## src/rtl/core/pds_pkg.sv

```systemverilog
// ----------------------------------------------------------------------------
// pds_pkg
// shared widths, register indexes, types and helpers of the step trigger
// ----------------------------------------------------------------------------
package pds_pkg;

    localparam int PHASE_W     = 24;
    localparam int FRAC_BITS   = 22;
    localparam int DIV_W       = 8;
    localparam int SLOT_CNT_W  = 4;
    localparam int STEP_W      = 8;
    localparam int MAX_SLOTS   = 8;
    localparam int STEPS_W     = MAX_SLOTS * STEP_W;
    localparam int CFG_IDX_W   = 2;
    localparam int CFG_DATA_W  = 64;
    localparam int PROD_W      = FRAC_BITS + DIV_W;
    localparam int DIVIDEND_W  = STEP_W + 1;
    localparam int MOD_CNT_W   = $clog2(DIVIDEND_W);

    // register indexes of the configuration port
    localparam logic [CFG_IDX_W-1:0] REG_DIVIDER    = 2'd0;
    localparam logic [CFG_IDX_W-1:0] REG_SLOT_COUNT = 2'd1;
    localparam logic [CFG_IDX_W-1:0] REG_SLOT_STEPS = 2'd2;

    typedef enum logic [1:0] {
        MOD_IDLE,
        MOD_RUN,
        MOD_DONE
    } mod_state_t;

    typedef struct packed {
        logic                  start;
        logic [DIVIDEND_W-1:0] dividend;
        logic [DIV_W-1:0]      divisor;
    } mod_req_t;

    typedef struct packed {
        logic              busy;
        logic              done;
        logic [STEP_W-1:0] rem;
    } mod_res_t;

    typedef struct packed {
        logic [FRAC_BITS-1:0] scaled;
        logic [MAX_SLOTS-1:0] fire_mask;
        logic                 wrapped;
        logic                 stopped;
        logic [STEP_W-1:0]    counter;
        logic [STEP_W-1:0]    next_step;
    } step_res_t;

    // divider of zero acts as one
    function automatic logic [DIV_W-1:0] eff_divider(input logic [DIV_W-1:0] d);
        eff_divider = (d == '0) ? DIV_W'(1) : d;
    endfunction

    // one enable bit per active slot, count clamped to 1..MAX_SLOTS
    function automatic logic [MAX_SLOTS-1:0] slot_enable(input logic [SLOT_CNT_W-1:0] n);
        logic [SLOT_CNT_W-1:0] cnt;
        logic [MAX_SLOTS-1:0]  en;
        cnt = n;
        if (cnt == '0)
        begin
            cnt = SLOT_CNT_W'(1);
        end
        if (cnt > SLOT_CNT_W'(MAX_SLOTS))
        begin
            cnt = SLOT_CNT_W'(MAX_SLOTS);
        end
        for (int k = 0; k < MAX_SLOTS; k++)
        begin
            en[k] = (SLOT_CNT_W'(k) < cnt);
        end
        slot_enable = en;
    endfunction

endpackage

```

## src/rtl/core/pds_mod_unit.sv

```systemverilog
// ----------------------------------------------------------------------------
// pds_mod_unit
// bit-serial remainder of a small dividend by the divider, one bit a cycle
// ----------------------------------------------------------------------------
module pds_mod_unit (
    input  logic              clk,
    input  logic              rst_n,
    input  pds_pkg::mod_req_t req,
    output pds_pkg::mod_res_t res
);
    import pds_pkg::*;

    mod_state_t            state_reg, state_next;
    logic [STEP_W-1:0]     rem_reg, rem_next;
    logic [DIVIDEND_W-1:0] quo_reg, quo_next;
    logic [MOD_CNT_W-1:0]  cnt_reg, cnt_next;
    logic [DIVIDEND_W-1:0] shifted;

    always_ff @(posedge clk or negedge rst_n)
    begin
        if (!rst_n)
        begin
            state_reg <= MOD_IDLE;
        end
        else
        begin
            state_reg <= state_next;
        end
    end

    always_ff @(posedge clk)
    begin
        rem_reg <= rem_next;
        quo_reg <= quo_next;
        cnt_reg <= cnt_next;
    end

    always_comb
    begin
        state_next = state_reg;
        rem_next   = rem_reg;
        quo_next   = quo_reg;
        cnt_next   = cnt_reg;
        shifted    = {rem_reg, quo_reg[DIVIDEND_W-1]};
        case (state_reg)
            MOD_IDLE:
            begin
                if (req.start)
                begin
                    rem_next   = '0;
                    quo_next   = req.dividend;
                    cnt_next   = MOD_CNT_W'(DIVIDEND_W - 1);
                    state_next = MOD_RUN;
                end
            end
            MOD_RUN:
            begin
                // partial remainder stays below twice the divisor
                if (shifted >= {1'b0, req.divisor})
                begin
                    rem_next = STEP_W'(shifted - {1'b0, req.divisor});
                end
                else
                begin
                    rem_next = shifted[STEP_W-1:0];
                end
                quo_next = {quo_reg[DIVIDEND_W-2:0], 1'b0};
                if (cnt_reg == '0)
                begin
                    state_next = MOD_DONE;
                end
                else
                begin
                    cnt_next = cnt_reg - 1'b1;
                end
            end
            MOD_DONE:
            begin
                state_next = MOD_IDLE;
            end
            default:
            begin
                state_next = MOD_IDLE;
            end
        endcase
    end

    assign res.busy = (state_reg != MOD_IDLE);
    assign res.done = (state_reg == MOD_DONE);
    assign res.rem  = rem_reg;

endmodule

```

## src/rtl/core/pds_step_unit.sv

```systemverilog
// ----------------------------------------------------------------------------
// pds_step_unit
// scales one phasor sample, detects wrap or stop and matches the step slots
// ----------------------------------------------------------------------------
module pds_step_unit (
    input  logic signed [pds_pkg::PHASE_W-1:0]    phase,
    input  logic        [pds_pkg::FRAC_BITS-1:0]  last_phase,
    input  logic        [pds_pkg::STEP_W-1:0]     counter,
    input  logic        [pds_pkg::STEP_W-1:0]     next_step,
    input  logic        [pds_pkg::DIV_W-1:0]      div,
    input  logic        [pds_pkg::STEPS_W-1:0]    slot_steps,
    input  logic        [pds_pkg::MAX_SLOTS-1:0]  slot_en,
    output pds_pkg::step_res_t                    res
);
    import pds_pkg::*;

    logic [PHASE_W-1:0]   raw;
    logic [PHASE_W-1:0]   mag;
    logic [PROD_W-1:0]    prod;
    logic [FRAC_BITS-1:0] scaled;
    logic                 wrap;
    logic                 stop;
    logic [STEP_W-1:0]    lim;
    logic [STEP_W-1:0]    step_k;
    logic [MAX_SLOTS-1:0] hit;
    logic [STEP_W:0]      inc;

    always_comb
    begin
        raw    = phase;
        // magnitude, most negative value maps to 2^23 on its own
        mag    = raw[PHASE_W-1] ? PHASE_W'(~raw + 1'b1) : raw;
        prod   = PROD_W'(mag[FRAC_BITS-1:0]) * PROD_W'(div);
        scaled = prod[FRAC_BITS-1:0];
        wrap   = (scaled < last_phase);
        stop   = (scaled == last_phase);
        lim    = div - 1'b1;

        step_k = '0;
        for (int k = 0; k < MAX_SLOTS; k++)
        begin
            step_k = slot_steps[k*STEP_W +: STEP_W];
            if (step_k > lim)
            begin
                step_k = lim;
            end
            hit[k] = slot_en[k] && (step_k == counter);
        end

        inc = {1'b0, next_step} + 1'b1;

        res.scaled    = scaled;
        res.wrapped   = wrap;
        res.stopped   = stop;
        res.fire_mask = wrap ? hit : '0;
        if (wrap)
        begin
            res.counter   = next_step;
            res.next_step = (inc == {1'b0, div}) ? '0 : inc[STEP_W-1:0];
        end
        else if (stop)
        begin
            res.counter   = '0;
            res.next_step = (div == DIV_W'(1)) ? '0 : STEP_W'(1);
        end
        else
        begin
            res.counter   = counter;
            res.next_step = next_step;
        end
    end

endmodule

```

## src/rtl/core/phase_divider_step_trigger.sv

```systemverilog
// ----------------------------------------------------------------------------
// phase_divider_step_trigger
// phasor clock divider with per-slot step triggers
// ----------------------------------------------------------------------------
// an accepted input word passes the input stage, then the result stage
// throughput: one word per cycle unless stalled; single 22x8 multiply
// a divider write holds the pipeline while the bit-serial
// remainder unit refreshes the precomputed next step
// reset: async active low, divider 1, slot count 1, steps 0, state cleared
// ----------------------------------------------------------------------------
module phase_divider_step_trigger (
    input  logic                                clk,
    input  logic                                rst_n,
    // input channel
    input  logic                                in_valid,
    output logic                                in_stall,
    input  logic signed [pds_pkg::PHASE_W-1:0]  phase_in,
    // output channel
    output logic                                out_valid,
    input  logic                                out_stall,
    output logic        [pds_pkg::MAX_SLOTS-1:0] fire_mask,
    output logic                                wrapped,
    output logic                                stopped,
    output logic        [pds_pkg::STEP_W-1:0]   step_now,
    // configuration write channel
    input  logic                                cfg_valid,
    output logic                                cfg_ready,
    input  logic        [pds_pkg::CFG_IDX_W-1:0] cfg_index,
    input  logic        [pds_pkg::CFG_DATA_W-1:0] cfg_data
);
    import pds_pkg::*;

    // configuration registers
    logic [DIV_W-1:0]      divider_reg;
    logic [SLOT_CNT_W-1:0] slot_count_reg;
    logic [STEPS_W-1:0]    slot_steps_reg;

    // running state: scaled phase, counter, and the counter value a wrap
    // would produce, kept ready so no modulo sits in the datapath
    logic [FRAC_BITS-1:0]  last_phase_reg;
    logic [STEP_W-1:0]     counter_reg;
    logic [STEP_W-1:0]     next_step_reg;

    // input stage
    logic                  s1_valid_reg, s1_valid_next;
    logic signed [PHASE_W-1:0] s1_phase_reg;

    // result stage
    logic                  out_valid_reg, out_valid_next;
    logic [MAX_SLOTS-1:0]  fire_mask_reg;
    logic                  wrapped_reg;
    logic                  stopped_reg;
    logic [STEP_W-1:0]     step_now_reg;

    logic                  mod_start_reg, mod_start_next;
    logic                  busy;
    logic                  cfg_we;
    logic                  in_take;
    logic                  advance;
    logic [DIV_W-1:0]      eff_div;
    logic [MAX_SLOTS-1:0]  slot_en;
    step_res_t             step_res;
    mod_req_t              mod_req;
    mod_res_t              mod_res;

    assign eff_div = eff_divider(divider_reg);
    assign slot_en = slot_enable(slot_count_reg);

    // the remainder unit owns the counter state while it runs
    assign busy      = mod_start_reg || mod_res.busy;
    assign cfg_ready = !busy;
    assign cfg_we    = cfg_valid && cfg_ready;

    // input word moves on if not busy and result register is free or drained
    assign advance   = s1_valid_reg && !busy && (!out_valid_reg || !out_stall);
    assign in_stall  = s1_valid_reg && !advance;
    assign in_take   = in_valid && !in_stall;

    assign s1_valid_next  = in_take || (s1_valid_reg && !advance);
    assign out_valid_next = advance || (out_valid_reg && out_stall);
    assign mod_start_next = cfg_we && (cfg_index == REG_DIVIDER);

    assign mod_req.start    = mod_start_reg;
    assign mod_req.dividend = {1'b0, counter_reg} + 1'b1;
    assign mod_req.divisor  = eff_div;

    pds_step_unit u_step (
        .phase      (s1_phase_reg),
        .last_phase (last_phase_reg),
        .counter    (counter_reg),
        .next_step  (next_step_reg),
        .div        (eff_div),
        .slot_steps (slot_steps_reg),
        .slot_en    (slot_en),
        .res        (step_res)
    );

    pds_mod_unit u_mod (
        .clk   (clk),
        .rst_n (rst_n),
        .req   (mod_req),
        .res   (mod_res)
    );

    // control and state registers
    always_ff @(posedge clk or negedge rst_n)
    begin
        if (!rst_n)
        begin
            s1_valid_reg   <= 1'b0;
            out_valid_reg  <= 1'b0;
            mod_start_reg  <= 1'b0;
            divider_reg    <= DIV_W'(1);
            slot_count_reg <= SLOT_CNT_W'(1);
            slot_steps_reg <= '0;
            last_phase_reg <= '0;
            counter_reg    <= '0;
            next_step_reg  <= '0;
        end
        else
        begin
            s1_valid_reg  <= s1_valid_next;
            out_valid_reg <= out_valid_next;
            mod_start_reg <= mod_start_next;
            if (cfg_we)
            begin
                case (cfg_index)
                    REG_DIVIDER:    divider_reg    <= cfg_data[DIV_W-1:0];
                    REG_SLOT_COUNT: slot_count_reg <= cfg_data[SLOT_CNT_W-1:0];
                    REG_SLOT_STEPS: slot_steps_reg <= cfg_data[STEPS_W-1:0];
                    default:        ;
                endcase
            end
            if (advance)
            begin
                last_phase_reg <= step_res.scaled;
                counter_reg    <= step_res.counter;
                next_step_reg  <= step_res.next_step;
            end
            else if (mod_res.done)
            begin
                // (counter + 1) mod divider after a divider change
                next_step_reg <= mod_res.rem;
            end
        end
    end

    // payload registers
    always_ff @(posedge clk)
    begin
        if (in_take)
        begin
            s1_phase_reg <= phase_in;
        end
        if (advance)
        begin
            fire_mask_reg <= step_res.fire_mask;
            wrapped_reg   <= step_res.wrapped;
            stopped_reg   <= step_res.stopped;
            step_now_reg  <= step_res.counter;
        end
    end

    assign out_valid = out_valid_reg;
    assign fire_mask = fire_mask_reg;
    assign wrapped   = wrapped_reg;
    assign stopped   = stopped_reg;
    assign step_now  = step_now_reg;

endmodule

```

## config.mk

```make
export PLATFORM = sky130hd
export DESIGN_NAME = phase_divider_step_trigger
export DESIGN_NICKNAME = d
export VERILOG_FILES = /design/src/rtl/core/pds_pkg.sv /design/src/rtl/core/pds_mod_unit.sv /design/src/rtl/core/pds_step_unit.sv /design/src/rtl/core/phase_divider_step_trigger.sv
export SDC_FILE = /design/constraint.sdc
export NUM_CORES = 1
export LEC_CHECK = 0
export ABC_AREA = 1
export BUFFER_PORTS_ARGS = -buffer_cell sky130_fd_sc_hd__buf_2
export CORE_ASPECT_RATIO = 1.4
export CORE_MARGIN = 3
export CORE_UTILIZATION = 55
export CTS_CLUSTER_SIZE = 24
export DETAILED_ROUTE_END_ITERATION = 7
export GPL_TIMING_DRIVEN = 1
export HOLD_SLACK_MARGIN = 0.03
export PLACE_DENSITY = 0.74
export RECOVER_POWER = 100
export SETUP_SLACK_MARGIN = 0.3
export SLEW_MARGIN = 10
export SYNTH_ARGS = -nofsm -noshare
export SYNTH_HDL_FRONTEND = slang
export SYNTH_SLANG_ARGS = --single-unit
```

## constraint.sdc

```tcl
create_clock -name clk -period 21.3 [get_ports clk]
set_clock_uncertainty 0.15 [all_clocks]
set_input_delay 2.13 -clock clk [delete_from_list [all_inputs] [get_ports clk]]
set_output_delay 2.13 -clock clk [all_outputs]
set_load 0.01 [all_outputs]
```

Yosys cells after proc, flatten, opt, wreduce, memory -nomap -nowiden
Cells that the tools add are included.
Storage, ports and cells
  input port bits: 95
  word-level logic and storage cells: 132
  output and inout port bits: 21
  register bits: 182
Cells by class
  equal/unequal tests: 19
  multiply operators: 1
  muxes and demuxes: 29
  add/subtract/negate cells: 6
  magnitude comparators: 19
  reductions and logical operators: 39
  bitwise logic cells: 1
Operators with widths (number)
  two-way mux 8 bit: 14
  equality test 8 bit: 8
  > comparator 8 bit: 8
  two-way mux 16 bit: 2
  adder 22 x 1 -> 22 bit, second input constant: 1
  equality test 22 bit: 1
  < comparator 22 bit: 1
  multiplier 22 x 8 -> 22 bit: 1
  two-way mux 22 bit: 1
  NOT 22 bit: 1
  adder 8 x 1 -> 9 bit, second input constant: 2
  case mux 9 bit (2 select lines): 1
  < comparator 3 x 4 -> 1 bit, first input constant: 4
  two-way mux 4 bit: 4
  case mux 8 bit (2 select lines): 1
  logical AND 1 bit: 15
  AND reduction 2 bit: 6
  equality test 9 x 8 -> 1 bit: 1
  >= comparator 9 x 8 -> 1 bit: 1
  two-way mux 9 bit: 1
  equality test 8 x 1 -> 1 bit, second input constant: 1
  logical NOT 4 bit: 2
  logical NOT 8 bit: 1
  < comparator 1 x 4 -> 1 bit, first input constant: 2
  other kinds (19): 34

Depth between registers and ports, before layout
  word-level depth: 10
  mapped depth: 43

Cells and area by module
A second synthesis with hierarchy kept.
Second synthesis, totals
  cell total of the unflattened synthesis: 2264
  area total of the unflattened synthesis: 16839.9 um2
Modules (own cells, without submodules)
  pds_step_unit: area each 8984.9 um2, seq. area each 0.0 um2, instances 1, cells an instance 1418
  phase_divider_step_trigger: area each 6243.5 um2, seq. area each 4191.5 um2, instances 1, cells an instance 646
  pds_mod_unit: area each 1611.5 um2, seq. area each 680.7 um2, instances 1, cells an instance 200

Worst setup path after synthesis
No wires, ideal clock.
  path kind: register to register
  start: register s1_phase_reg[0]
  end: register fire_mask_reg[6], in the netlist fire_mask[6] (data pin)
  path slack: 14.380 ns
  stages on the path, launching flop included: 39
  buffers on the path: 3
  arrival: 6.515 ns
  cell sequence: edfxtp_1 -> buf_4 -> inv_2 -> ha_1 -> nand2_2 -> nor2_4 -> nand2_2 -> nand2_2 -> o21a_1 -> or2_2 -> nand2_1 -> inv_1 -> nor2_1 -> fa_1 -> fa_1 -> fa_1 -> inv_1 -> fa_1 -> (+3 left out) -> nor3_1 -> nand2_1 -> or2_2 -> o311ai_0 -> nand3_1 -> and2_1 -> ha_1 -> nand2_1 -> inv_1 -> nand3_1 -> nor3_1 -> o21ai_0 -> nand3_1 -> buf_2 -> buf_2 -> nor3_1 -> nand3_1 -> nor2_1
RTL lines
  from (decl): RTL line phase_divider_step_trigger.sv:46  | logic signed [PHASE_W-1:0] s1_phase_reg;
  from (signal assigned): RTL line phase_divider_step_trigger.sv:153  | s1_phase_reg <= phase_in;
  to (signal assigned): RTL line phase_divider_step_trigger.sv:157  | fire_mask_reg <= step_res.fire_mask;
  to (decl): RTL line phase_divider_step_trigger.sv:50  | logic [MAX_SLOTS-1:0] fire_mask_reg;

==> impl_metrics.ini <==
[clocking]
htree_levels = 4
post_cts_resized = 0
insertion_delay_ps = 450
cts_tree = built
numCtsBuffers = 17
clock_sinks = 181
clk_pin_slew_ps = 80
holdBufCountCts = 0
cts_root_buffer = clkbuf_16
post_cts_buffers = 0
clockBufferDepth = 2

[place]
dpl_cell_area_sq_um = 16900
dp_hpwl_microns = 30900
gp_congestion = 0.945
placed_cells = 2379
port_buffers = 114

[logic_synthesis]
ys_types = 60
syn_area_sq_um = 16000
synth_warnings = 0
postSynthAreaPerCell_sq_um = 8.24
ys_async_sr_fraction_pct = 65.7
ys_seq_area_share_pct = 30.3
synth-edff-count = 62
ys_ff_latch = 181
synthFlopType = dfrtp_1
synth_nets = 2262
synthCells = 1940

[floorplan]
rows = 73
die_h_microns = 208
die_area_sq_um = 31200
core_sq_um = 28500
fp.dieW_microns = 150
start_util_pct = 56.1
ios = 116

[detailed_routing]
drcViolationCount = 0
drtPass1Iterations = 5
totalWireLength_microns = 41100
wl_per_cell_microns = 17.1
antenna_left = 0
vias_per_cell = 5.63
vias = 13579
drt_iter0_drc = 682

[sta]
finalCritPeriodShare_pct = 51.6
finalSetupViolCount = 0
period_needed_ps = 10990
fmax_mhz = 91.0
finalMaxSlewViolations = 282
max_slew_margin_pct = -184
rsz0062_at_grt = false
hold_viol_final = 0
final.setup.tns_ps = 0
tightest_slew_ps = 4260

[critical_path]
cp_num_buf_inv = 7
arrival_ps = 11150
setup.worst_path.start_class = flop
slowest_stage = inv_1
setup.worst_path.class = flop to flop
worstPathRequired_ps = 21460
slowest_delay_ps = 950
r2r_slack_ps = 10310
cp_max_fo = 25
cp_top_family = buffers and inverters
cp-end-kind = flop

[global_route]
grt_max_degree = 80
grt_usage_pct = 27.4
antenna_found_initial = 1
overflow = 0
grt_pass1_vias = 14046
grt_pass1_wl_microns = 67900

[status]
status = finished, violations left
violations = max-capacitance violations, max-slew violations

[finish]
final_cell_area_sq_um = 17400
largest_reg_flops = 64
nNetsFinal = 2345
antennaDiodeCount = 0
instances_no_fill = 2411
drive_gt1_share_pct = 11.4
syn_to_final_growth_pct = 8.63

[min_path]
hold_class = flop to flop

[job]
drv_cap = 5
-- synth_stat cells, types with 3 or more instances --
| library cell | instances | area (sq um) |
|---|---|---|
| o22ai_1 | 10 | 62.6 |
| xor2_1 | 50 | 438 |
| nor2_1 | 205 | 769 |
| a21oi_1 | 116 | 581 |
| a22o_1 | 5 | 43.8 |
| a31oi_1 | 4 | 25.0 |
| fa_1 | 97 | 1940 |
| a22oi_1 | 8 | 60.1 |
| nand2_1 | 359 | 1350 |
| nand2_2 | 9 | 56.3 |
| nand3_1 | 86 | 430 |
| mux2_2 | 56 | 631 |
| or2_2 | 9 | 56.3 |
| a21o_1 | 3 | 22.5 |
| edfxtp_1 | 62 | 1860 |
| clkinv_1 | 3 | 11.3 |
| nor4_1 | 4 | 25.0 |
| a21oi_2 | 5 | 43.8 |
| clkbuf_1 | 39 | 146 |
| o31ai_1 | 4 | 30.0 |
| nor2_4 | 3 | 33.8 |
| and2_1 | 4 | 25.0 |
| nor3_1 | 17 | 85.1 |
| ha_1 | 130 | 1630 |
| inv_2 | 5 | 18.8 |
| inv_1 | 271 | 1020 |
| nor2_2 | 4 | 25.0 |
| o211ai_1 | 13 | 97.6 |
| o21ai_1 | 17 | 85.1 |
| buf_2 | 21 | 105 |
| o21ai_0 | 143 | 716 |
| xnor2_1 | 12 | 105 |
| nand4_1 | 12 | 75.1 |
| dfrtp_1 | 117 | 2930 |
-- cells in the final DEF (no fill, tap or decap), types with 10 or more instances in the layout --
| cell | netlist | routed |
|---|---|---|
| nand2_1 | 359 | 360 |
| o21ai_0 | 143 | 144 |
| nand3_1 | 86 | 87 |
| dfrtp_1 | 117 | 117 |
| fa_1 | 97 | 97 |
| clkbuf_1 | 39 | 34 |
| buf_2 | 21 | 89 |
| inv_1 | 271 | 272 |
| nor3_1 | 17 | 18 |
| nand4_1 | 12 | 12 |
| xnor2_1 | 12 | 12 |
| mux2_2 | 56 | 56 |
| o21ai_1 | 17 | 16 |
| edfxtp_1 | 62 | 62 |
| o22ai_1 | 10 | 10 |
| clkbuf_16 | 0 | 18 |
| o211ai_1 | 13 | 13 |
| ha_1 | 130 | 130 |
| nor2_1 | 205 | 204 |
| xor2_1 | 50 | 50 |
| a21oi_1 | 116 | 116 |
-- cells by family after synthesis --
logic type	share of synthesized area, %
AOI/OAI and AO/OA	11.6
xor gates and xnor gates	3.94
adders and majority gates	22.3
buffers and inverters	8.35
DFF	30.3
muxes	3.94
and+or+nand+nor	19.5
-- cell type report --
type / instances / area [sq um]
clock buffer: 19 / 454
fill: 2537 / 11100
clock inverter: 13 / 139
sequential: 181 / 4840
inverter: 280 / 1050
multi-input combinational: 1415 / 9790
timing repair buffer: 128 / 614
tap: 375 / 469
-- tightest hold or removal path, delay by kind of cell (launching register included) --
family	cells	cell delay (ps)
AOI/OAI and AO/OA	1	60
DFF	1	350
and+or+nand+nor	1	50
-- per-stage QoR --
stage               hold slack (ps)  utilization [%]  setup WS [ps]
detailed placement              326             59.2          12770
CTS                             344             61.3          12710
global route                    357             60.9           9850
floorplan                       299                -          14380
finish                          344             60.9          10310
global placement                315             59.2          12740
-- worst paths after layout --
kind,from,depth (start not counted),to
worst max-delay path,divider_reg[1],29,next_step_reg[6]
worst min-delay path,last_phase_reg[12],2,last_phase_reg[12]
worst max register to register,divider_reg[1],29,next_step_reg[6]
worst min register to register,last_phase_reg[12],2,last_phase_reg[12]
max in group asynchronous,rst_n,2,divider_reg[6]
min in group asynchronous,rst_n,1,last_phase_reg[2]
-- per-layer routing --
layer  routed length [microns]  vias up  track usage [%]
met5                        11        -                0
met4                      2460        2             15.0
met3                      2240      156             5.20
met2                     21100      435             48.7
met1                     15300     6485             30.4
li1                          -     6501                -
Power is left out: the tool's default activity adds up to more than one toggle a clock period on the data nets, which glitch-free logic cannot reach.
